**src/modexp_pkg.sv**
```systemverilog
// Shared constants for the modular exponentiation block.
// No dependencies; imported by modular_exponentiation and its checker.
package modexp_pkg;

  // Port width of every data field.
  localparam int FIELD_W = 32;
  // Arithmetic width; fields are masked to this many bits (8..32).
  localparam int WIDTH   = 32;
  // Bit counter of the serial multiplier, holds WIDTH-1.
  localparam int CNT_W   = $clog2(WIDTH);

endpackage

```
**src/modular_exponentiation.sv**
```systemverilog
// A zero modulus or a zero exponent is answered straight from idle; otherwise the base
// is reduced, then k = popcount(e) + bit length(e) - 1 more multiplications, at most 63.
// Throughput: one request at a time; busy stays high until the result strobe.
// Rate is set by the bit-serial shift-add-reduce multiplier: one bit per cycle.
// Reset (rst_n low, synchronous) returns to idle and drops the result strobe.
// The result is shown for one cycle only; the receiver cannot stall it.
module modular_exponentiation
  import modexp_pkg::*;
(
  input  logic               clk,
  input  logic               rst_n,
  // request channel
  input  logic               start,
  output logic               busy,
  input  logic [FIELD_W-1:0] in_base,
  input  logic [FIELD_W-1:0] in_exponent,
  input  logic [FIELD_W-1:0] in_modulus,
  // result channel
  output logic               out_valid,
  output logic [FIELD_W-1:0] out_power_mod,
  output logic               out_bad_modulus
);

  // S_RED: base mod n (base times 1 mod n), so later operands stay below n.
  // S_ACC: acc = acc * x mod n.  S_SQR: x = x * x mod n.
  typedef enum logic [1:0] {S_IDLE, S_RED, S_ACC, S_SQR} state_t;

  state_t             state_r, state_nxt;
  logic [WIDTH-1:0]   x_r, x_nxt;       // running base power
  logic [WIDTH-1:0]   e_r, e_nxt;       // remaining exponent
  logic [WIDTH-1:0]   m_r, m_nxt;       // modulus
  logic [WIDTH-1:0]   acc_r, acc_nxt;   // accumulator
  logic [WIDTH-1:0]   a_sh_r, a_sh_nxt; // multiplier operand, shifted out MSB first
  logic [WIDTH-1:0]   b_r, b_nxt;       // multiplicand, always below m
  logic [WIDTH-1:0]   r_r, r_nxt;       // partial remainder, always below m
  logic [CNT_W-1:0]   cnt_r, cnt_nxt;
  logic               out_valid_r, out_valid_nxt;
  logic [WIDTH-1:0]   out_pm_r, out_pm_nxt;
  logic               out_bad_r, out_bad_nxt;

  // One multiplier step: t = 2r + a_bit*b < 3m, then reduce by m or 2m.
  logic [WIDTH+1:0]   t_w, m1_w, m2_w, t_red;
  logic [WIDTH-1:0]   r_step;
  logic [WIDTH-1:0]   in_m, in_e, e_half;

  always_comb begin
    m1_w = {2'b00, m_r};
    m2_w = {1'b0, m_r, 1'b0};
    t_w  = {1'b0, r_r, 1'b0} + (a_sh_r[WIDTH-1] ? {2'b00, b_r} : '0);
    if (t_w >= m2_w) begin
      t_red = t_w - m2_w;
    end else if (t_w >= m1_w) begin
      t_red = t_w - m1_w;
    end else begin
      t_red = t_w;
    end
    r_step = t_red[WIDTH-1:0];
  end

  assign in_m   = in_modulus[WIDTH-1:0];
  assign in_e   = in_exponent[WIDTH-1:0];
  assign e_half = e_r >> 1;

  always_comb begin
    state_nxt     = state_r;
    x_nxt         = x_r;
    e_nxt         = e_r;
    m_nxt         = m_r;
    acc_nxt       = acc_r;
    a_sh_nxt      = a_sh_r;
    b_nxt         = b_r;
    r_nxt         = r_r;
    cnt_nxt       = cnt_r;
    out_valid_nxt = 1'b0;
    out_pm_nxt    = out_pm_r;
    out_bad_nxt   = out_bad_r;

    case (state_r)
      S_IDLE: begin
        if (start) begin
          x_nxt   = in_base[WIDTH-1:0];
          e_nxt   = in_e;
          m_nxt   = in_m;
          acc_nxt = WIDTH'(1);
          if (in_m == '0) begin
            // zero modulus: flag it, result 0
            out_valid_nxt = 1'b1;
            out_pm_nxt    = '0;
            out_bad_nxt   = 1'b1;
          end else if (in_e == '0) begin
            // zero exponent: 1, not reduced
            out_valid_nxt = 1'b1;
            out_pm_nxt    = WIDTH'(1);
            out_bad_nxt   = 1'b0;
          end else begin
            state_nxt = S_RED;
            a_sh_nxt  = in_base[WIDTH-1:0];
            b_nxt     = (in_m == WIDTH'(1)) ? '0 : WIDTH'(1);
            r_nxt     = '0;
            cnt_nxt   = CNT_W'(WIDTH - 1);
          end
        end
      end
      S_RED, S_ACC, S_SQR: begin
        a_sh_nxt = a_sh_r << 1;
        r_nxt    = r_step;
        cnt_nxt  = cnt_r - 1'b1;
        if (cnt_r == '0) begin
          r_nxt   = '0;
          cnt_nxt = CNT_W'(WIDTH - 1);
          if (state_r == S_ACC) begin
            // odd step done: e-1, then halve if anything is left
            acc_nxt = r_step;
            if (e_half == '0) begin
              state_nxt     = S_IDLE;
              out_valid_nxt = 1'b1;
              out_pm_nxt    = r_step;
              out_bad_nxt   = 1'b0;
            end else begin
              state_nxt = S_SQR;
              e_nxt     = e_half;
              a_sh_nxt  = x_r;
              b_nxt     = x_r;
            end
          end else begin
            // new x ready; e is nonzero here
            x_nxt = r_step;
            if (e_r[0]) begin
              state_nxt = S_ACC;
              a_sh_nxt  = acc_r;
              b_nxt     = r_step;
            end else begin
              state_nxt = S_SQR;
              e_nxt     = e_half;
              a_sh_nxt  = r_step;
              b_nxt     = r_step;
            end
          end
        end
      end
      default: begin
        state_nxt = S_IDLE;
      end
    endcase
  end

  always_ff @(posedge clk) begin
    if (!rst_n) begin
      state_r     <= S_IDLE;
      out_valid_r <= 1'b0;
    end else begin
      state_r     <= state_nxt;
      out_valid_r <= out_valid_nxt;
    end
    x_r       <= x_nxt;
    e_r       <= e_nxt;
    m_r       <= m_nxt;
    acc_r     <= acc_nxt;
    a_sh_r    <= a_sh_nxt;
    b_r       <= b_nxt;
    r_r       <= r_nxt;
    cnt_r     <= cnt_nxt;
    out_pm_r  <= out_pm_nxt;
    out_bad_r <= out_bad_nxt;
  end

  assign busy            = (state_r != S_IDLE);
  assign out_valid       = out_valid_r;
  assign out_power_mod   = FIELD_W'(out_pm_r);
  assign out_bad_modulus = out_bad_r;

endmodule

```
**config.mk**
```make
export PLATFORM = sky130hd
export DESIGN_NAME = modular_exponentiation
export DESIGN_NICKNAME = d
export VERILOG_FILES = /design/src/modexp_pkg.sv /design/src/modular_exponentiation.sv
export SDC_FILE = /design/constraint.sdc
export NUM_CORES = 1
export LEC_CHECK = 0
export BUFFER_PORTS_ARGS = -buffer_cell sky130_fd_sc_hd__buf_2
export CORE_MARGIN = 5
export CORE_UTILIZATION = 35
export CTS_CLUSTER_SIZE = 30
export DETAILED_ROUTE_END_ITERATION = 7
export REMOVE_ABC_BUFFERS = 1
export SYNTH_ARGS = -nofsm -noshare
export SYNTH_HDL_FRONTEND = slang
export SYNTH_SLANG_ARGS = --single-unit
export TNS_END_PERCENT = 50
```
**constraint.sdc**
```tcl
create_clock -name clk -period 10.22 [get_ports clk]
set_input_delay 0.511 -clock clk [delete_from_list [all_inputs] [get_ports clk]]
set_output_delay 0.511 -clock clk [all_outputs]
set_load 0.02 [all_outputs]
```
## Word-level counts from Yosys, hierarchy flattened

Index checks and enable logic that the tools add are counted.

| word-level totals | value |
|---|---|
| input bits | 99 |
| output and inout bits | 35 |
| RAM bits | 0 |
| memories kept | 0 |
| bits in latches | 0 |
| word-level logic and storage cells | 121 |
| register bits after elaboration | 265 |
| memory bits (read-only) | 0 |

| operators by class | value |
|---|---|
| multipliers | 0 |
| add/sub/neg operators | 4 |
| order comparisons | 2 |
| reduce and logical (&&, ||, !) cells | 16 |
| multiplexer cells | 72 |
| equality and inequality tests | 14 |
| shift-type cells | 0 |
| divide/modulo/power cells | 0 |
| bitwise gates (word level) | 0 |

Operators by type and width:

| kind | count |
|---|---|
| $mux 32 | 37 |
| $pmux 32 s2 | 7 |
| $logic_not 32->1 | 3 |
| $sub 32x32->32 | 2 |
| $add 33x32->34 | 1 |
| $ge 34x32->1 | 1 |
| $ge 34x33->1 | 1 |
| $eq 32x1->1 const B | 1 |
| $mux 5 | 4 |
| $mux 1 | 14 |
| $ne 2x2->1 const B | 7 |
| $mux 2 | 6 |
| $reduce_and 3->1 | 4 |
| $pmux 5 s2 | 1 |
| $reduce_and 5->1 | 2 |
| $ne 3x3->1 const B | 3 |
| $reduce_and 4->1 | 2 |
| $logic_not 5->1 | 1 |
| $sub 5x1->5 const B | 1 |
| $eq 2x2->1 const B | 2 |
| $pmux 1 s2 | 2 |
| $pmux 2 s2 | 1 |
| $reduce_or 3->1 | 1 |
| $eq 2x1->1 const B | 1 |
| 3 further kinds | 3 |

## Longest topological paths before layout

Gate-level depths: netlist (run 1).

| logic depth | value |
|---|---|
| depth after elaboration | 9 |
| mapped depth | 27 |

## Worst setup path before layout (run 1)

OpenSTA, ideal clock, no wires.

| path | value |
|---|---|
| path type | register to register |
| start point | reg a_sh_r[31] |
| end point | reg a_sh_r[21] (data pin) |
| arrival | 5.047 ns |
| data required time | 9.956 ns |
| library setup time | 0.264 ns |
| period minus slack after synthesis | 5.311 ns |
| slack | 4.909 ns |
| stages on the path, launching flop included | 24 |
| path through | edfxtp_1 clkbuf_1 and2_1 ha_1 a2111oi_2 o21ai_1 a2111oi_2 nor2_1 a41o_1 a21oi_1 xnor2_1 ha_1 nand3_1 nor3_1 o2111ai_1 nor3_1 o21ai_2 a31oi_1 nor3_1 nand2_2 buf_6 mux2_2 a211oi_1 o22ai_1 |

| on the way | value |
|---|---|
| cells in the longest elaborated chain, start to end | 9 |

RTL lines:

| element | RTL line | RTL |
|---|---|---|
| start: declaration | modular_exponentiation.sv:33 | `logic [WIDTH-1:0] a_sh_r, a_sh_nxt;` |
| start signal: assignment | modular_exponentiation.sv:159 | `a_sh_r <= a_sh_nxt;` |
| $mux 32 (*) | modular_exponentiation.sv:49 | `t_w = {1'b0, r_r, 1'b0} + (a_sh_r[WIDTH-1] ? {2'b00, b_r} : '0);` |
| $add 33x32->34 (*) | modular_exponentiation.sv:49 |  |
| $sub 32x32->32 or $ge 34x32->1 (tied branches) | modular_exponentiation.sv:53, modular_exponentiation.sv:52 |  |
| $mux 32 | modular_exponentiation.sv:52 | `end else if (t_w >= m1_w) begin` |
| $mux 32 (*) | modular_exponentiation.sv:50 | `if (t_w >= m2_w) begin` |
| $mux 32 (*) | modular_exponentiation.sv:128 | `if (e_r[0]) begin` |
| $mux 32 (*) | modular_exponentiation.sv:111 | `if (state_r == S_ACC) begin` |
| $mux 32 (*) | modular_exponentiation.sv:108 | `if (cnt_r == '0) begin` |
| $pmux 32 s2 (*) | modular_exponentiation.sv:78 | `case (state_r)` |
| net a_sh_nxt[21] | modular_exponentiation.sv:33 |  |

The timed path passes the listed nets; every way through them passes the cells marked *.
A chain may end at the register's enable or synchronous reset.

## Worst setup path after layout (run 1)

| path | value |
|---|---|
| start point | reg a_sh_r[31] |
| end point | reg a_sh_r[13] (data pin) |

The elaborated chain is that of the path after synthesis.

==> results of run 1 <==
## cell families (layout without fill, tap and decap cells)
| kind of cell | after synthesis | count (layout) | synth area share |
|---|---|---|---|
| DFF | 265 | 265 | 0.463 |
| and+or+nand+nor | 591 | 591 | 0.160 |
| adders and majority gates | 99 | 99 | 0.0736 |
| buffers and inverters | 150 | 274 | 0.0348 |
| AOI/OAI and AO/OA | 532 | 532 | 0.201 |
| muxes | 43 | 43 | 0.0272 |
| xor gates and xnor gates | 80 | 80 | 0.0409 |
## routing by layer
| layer | vias to the layer above | global-route usage | part of all wire |
|---|---|---|---|
| met4 | 10 | 0.0464 | 0.023 |
| met1 | 6883 | 0.289 | 0.45 |
| met3 | 93 | 0.0325 | 0.080 |
| met2 | 607 | 0.314 | 0.45 |
| li1 | 6766 | - | - |
| met5 | - | 0 | 0.0012 |
## flip-flops by register name (all words and copies together), names as in the netlist
register / count
acc_r: 32
m_r: 32
a_sh_r: 32
r_r: 32
x_r: 32
b_r: 32
out_bad_modulus: 1
state_r: 2
out_valid: 1
cnt_r: 5
e_r: 32
out_power_mod: 32
## placed cells by master, fill, tap and decap left out, types with 13 or more instances in the layout
cell type,instances
mux2_2,25
mux2i_1,16
nand2_1,172
a221oi_1,15
inv_1,63
buf_2,133
a21oi_1,173
a21o_1,51
and2_1,48
edfxtp_1,262
ha_1,96
nor3_1,27
clkbuf_16,30
nand2b_1,15
o31ai_1,13
o21ai_0,95
a31oi_1,14
nor4_1,26
o21ai_1,13
nand3_1,55
xnor2_1,50
nor2_1,177
o211ai_1,15
buf_4,23
xor2_1,30
nand4_1,19
o21a_1,17
a211oi_1,13
## metrics by stage
stage	worst slack (ns)	hold WS [ns]
floorplan	2.70	0.518
global placement	2.33	0.537
detailed placement	2.23	0.544
CTS	2.16	0.0831
global route	1.53	0.0966
finish	2.18	0.117
## final cells by class
type,instances,area [sq um]
Clock buffer,35,769
Clock inverter,19,239
Fill cell,4828,29200
Inverter,64,240
Multi-Input combinational cell,1345,8650
Sequential cell,265,7930
Tap cell,622,778
Timing Repair Buffer,156,838
## path summary, 6_finish.rpt
path,from,cells after the start,to
setup / recovery,a_sh_r[31],22,a_sh_r[13]
hold / removal,in_modulus[20],1,m_r[20]
setup reg to reg,a_sh_r[31],22,a_sh_r[13]
hold reg to reg,x_r[9],2,b_r[9]
==> impl_metrics.yaml, run 1 <==
routing:
  postRouteAntennaNets: 0
  drtPass1Iterations: 6
  drt_iter0_drc: 1349
  via_per_inst: 5.73
  avgRoutedWirePerCell_microns: 22.1
  postRouteWirelength_microns: 55400
  vias: 14400
  drcViolationCount: 0
floorplan:
  num_rows: 81
  initial_utilization: 0.352
  die_w_microns: 231
  fp.dieArea_sq_mm: 0.0535
  die_height_microns: 231
  fp.coreArea_sq_mm: 0.0486
  io_pins: 134
place:
  dp_cells: 2452
  place_hpwl_microns: 40600
  io_buffers: 133
  post_dp_cell_area_sq_mm: 0.0184
  place.gp.congestion: 0.906
logic_synthesis:
  synth.cell_area_sq_mm: 0.0171
  avgSynthCellArea_sq_um: 9.73
  syn-instance-count: 1760
  post_synth_main_area_contributors: "edfxtp_1, ha_1, a21oi_1"
  synth_ff_type: "edfxtp_1"
  synth_top_cell_area_share: 0.459
  ys_seq_elements: 265
  ys_async_sr_fraction: 0
  synth_top_cell_by_area: "edfxtp_1"
  yosys-top-cells-count: "edfxtp_1, nor2_1, a21oi_1, nand2_1, ha_1"
  synth_edf_count: 262
  ys_types: 84
  synth_most_common_cell: "edfxtp_1"
  yosysSeqAreaShare: 0.463
  yosysWarnings: 0
final_layout:
  final_util: 0.400
  antenna_cells: 0
  drive_gt1_frac: 0.142
  fin_cells: 2506
  final_cell_area_sq_mm: 0.0194
  area_growth_pct: 13.5
  num-nets-final: 2060
cts:
  postCtsHoldBufs: 0
  cts_inserted_buffers: 30
  cts_max_level: 1
  cts_buffer_depth: 3
  cts_tree: "done"
  cts_resized: 0
  cts_setup_buffers: 0
  path_clk_slew_ns: 0.07
  worstSkewPairLatency_ns: 0.61
  cts-root-buf: "clkbuf_16"
  cts.sinks: 265
global_route:
  grt.overflow.total: 0
  grt_pass1_wl_microns: 83800
  grt_pass1_vias: 13800
  grt_max_degree: 69
  antenna_found_initial: 5
  grt_use_total: 0.199
worst_setup_path:
  crit_arrival_ns: 8.50
  critPathCaptureType: "register"
  required_ns: 10.68
  startpoint_type: "register"
  critical_path_peak_fanout: 32
  ff2ff_setup_slack_ns: 2.18
  cpLargestDelayFamily: "compound AO/OA/AOI/OAI gates"
  timing.critical_path.mode_cell: "a211oi_1"
  worstSetupPathType: "reg2reg"
  path_cells: "nand2_1 -> inv_1 -> ha_1 -> a211oi_1 -> o21ai_1 -> a2111oi_2 -> nor4_1 -> nor2_1 -> o21bai_1 -> a311oi_1 -> xnor2_1 -> ha_1 -> nand4_1 -> nor4b_1 -> a31oi_1 -> o211ai_1 -> a211oi_1 -> a211oi_1 -> a21o_1 -> o311ai_0 -> o21ai_1 -> a31o_2"
  cp_num_buf_inv: 1
  critPathMaxStageDelay_ns: 0.87
  cpMaxStageDelayCell: "edfxtp_1"
sta:
  hold_viol_final: 0
  setup_violations: 0
  finalCritPeriodShare: 0.787
  rsz0062_at_grt: "false"
  worst_clock_skew_ns: 0.0289
  worstMarginPinSlew_ns: 1.09
  fin_setup_tns_ns: 0
  slew-limit-headroom: 0.274
  slew_viol_final: 0
  period_needed_ns: 8.04
  fmax_mhz: 124
status:
  status: "finished, final reports clean"
job:
  maxCapViolations: 0
min_path:
  hold_class: "in2reg"
Power of run 1 is left out: the tool's default activity adds up to more than one toggle a clock period on the data nets, which glitch-free logic cannot reach.
==> run 2: changes to the inputs <==
==> constraint.sdc (replaced) <==
create_clock -name clk -period 6.74 [get_ports clk]
set_input_delay 0.337 -clock clk [delete_from_list [all_inputs] [get_ports clk]]
set_output_delay 0.337 -clock clk [all_outputs]
set_load 0.02 [all_outputs]
==> run 2 against run 1 <==
  * Sequential share of layout area decreased by 1.3 points
  * Design area increased by 3.2%
  * Core utilization increased by 1.3 points
  * Register-to-register slack got worse by 1.8 ns
  * Via count increased by 1.4%
  * Setup slack got worse by 1.8 ns
  * Critical path type unchanged
  * Critical endpoint is now a_sh_r[14]
==> impl_metrics.yaml, run 2 (synthesized netlist as in run 1, its figures left out) <==
status:
  status: "finished, final reports clean"
routing:
  postRouteWirelength_microns: 56000
  avgRoutedWirePerCell_microns: 21.7
  postRouteAntennaNets: 0
  via_per_inst: 5.65
  drt_iter0_drc: 1357
  drtPass1Iterations: 5
  drcViolationCount: 0
  vias: 14600
sta:
  finalCritPeriodShare: 0.950
  worst_clock_skew_ns: 0.0140
  period_needed_ns: 6.40
  slew_viol_final: 0
  whs_ns: 0.0596
  slew-limit-headroom: 0.299
  setup_violations: 0
  rsz0062_at_grt: "true"
  worstMarginPinSlew_ns: 1.05
  fmax_mhz: 156
  hold_viol_final: 0
cts:
  path_clk_slew_ns: 0.07
  worstSkewPairLatency_ns: 0.58
  cts_tree: "done"
  cts_inserted_buffers: 29
  cts_max_level: 1
  cts.sinks: 265
  cts_buffer_depth: 3
  cts-root-buf: "clkbuf_16"
worst_setup_path:
  cpLargestDelayFamily: "simple AND/OR/NAND/NOR gates"
  critical_path_peak_fanout: 23
  crit_arrival_ns: 6.79
  startpoint_type: "register"
  required_ns: 7.13
  critPathCaptureType: "register"
  cp_num_buf_inv: 2
  path_cells: "buf_4 -> and2_1 -> ha_1 -> and4_1 -> and3_1 -> nand4_1 -> nor4_2 -> nor2_1 -> o21bai_1 -> a311oi_2 -> xnor2_2 -> ha_2 -> nand4_1 -> nor4b_4 -> a31oi_1 -> o211ai_1 -> a211oi_1 -> a211oi_2 -> a21o_1 -> buf_4 -> mux2_2 -> o31ai_1"
  critPathMaxStageDelay_ns: 0.50
  worstSetupPathType: "reg2reg"
  cpMaxStageDelayCell: "edfxtp_1"
floorplan:
  num_rows: 81
  die_height_microns: 231
  die_w_microns: 231
  fp.coreArea_sq_mm: 0.0486
  fp.dieArea_sq_mm: 0.0535
  io_pins: 134
  initial_utilization: 0.352
place:
  place.gp.congestion: 0.921
  place_hpwl_microns: 41100
  io_buffers: 133
final_layout:
  mostFrequentLayoutCells: "edfxtp_1, nor2_1, a21oi_1"
  layout.cells.most_common: "edfxtp_1"
  num-nets-final: 2128
  final_util: 0.412
  area_growth_pct: 17.1
  drive_gt1_frac: 0.162
global_route:
  grt_pass1_vias: 14200
  antenna_found_initial: 7
  grt_pass1_wl_microns: 85100
  grt_max_degree: 80
  grt.overflow.total: 0
  grt_use_total: 0.201
min_path:
  hold_class: "in2reg"
job:
  maxCapViolations: 0
==> run 2: changes by cell type in the layout (fill, tap and decap cells not counted), sizes merged <==
| cell | previous run | this run |
|---|---|---|
| bufinv | 5 | 3 |
| clkinvlp | 1 | 2 |
| clkinv | 13 | 17 |
| diode | 0 | 2 |
| inv | 64 | 66 |
| clkbuf | 35 | 29 |
| dlygate4sd3 | 0 | 33 |
| buf | 156 | 192 |
==> run 2: layer usage <==
layer  vias up  part of all wire  global-route usage
met2       575              0.45               0.320
li1       6923                 -                   -
met4        10             0.023              0.0448
met5         -            0.0011                   0
met1      6975              0.45               0.289
met3        83             0.076              0.0356
==> run 2: final timing paths <==
| path | from | to | slack, ns | cells after the start |
|---|---|---|---|---|
| setup / recovery | a_sh_r[31] | a_sh_r[14] | 0.34 | 22 |
| hold reg to reg | x_r[19] | b_r[19] | 0.56 | 2 |
| hold / removal | in_exponent[31] | e_r[31] | 0.06 | 2 |
| setup reg to reg | a_sh_r[31] | a_sh_r[14] | 0.34 | 22 |
==> run 2: final cells by class <==
cell class	instances	area, sq um
clock inverters	24	224
fillers	4711	28600
inverters	64	240
multi-input cells	1345	8720
clock buffers	29	726
flip-flops and latches	265	7930
repair buffers	225	1440
well taps	622	778
diodes	2	5.00
==> run 2: repair_timing <==
action | CTS | global route
hold buffers | 33 | 0
hold endpoints to repair | 34 | 0
cloned | 0 | 0
resized for setup | 3 | 10
pin swaps | 0 | 0
setup buffers | 0 | 0
endpoints found under the setup margin | 192 | 136
==> run 2: metrics by stage <==
step           TNS, ns  setup slack, ns  cell area [sq um]  std cells
3_3_place_gp    -67.95           -0.586              18700       2488
4_1_cts              0           0.0161              20000       2574
5_1_grt        -0.0124          -0.0124              20100       2575
2_1_floorplan   -76.53           -0.780              16800       1674
3_5_place_dp    -64.49           -0.570              18700       2488
6_report             0            0.336              20100       2576
Power of run 2 is left out for the same reason.
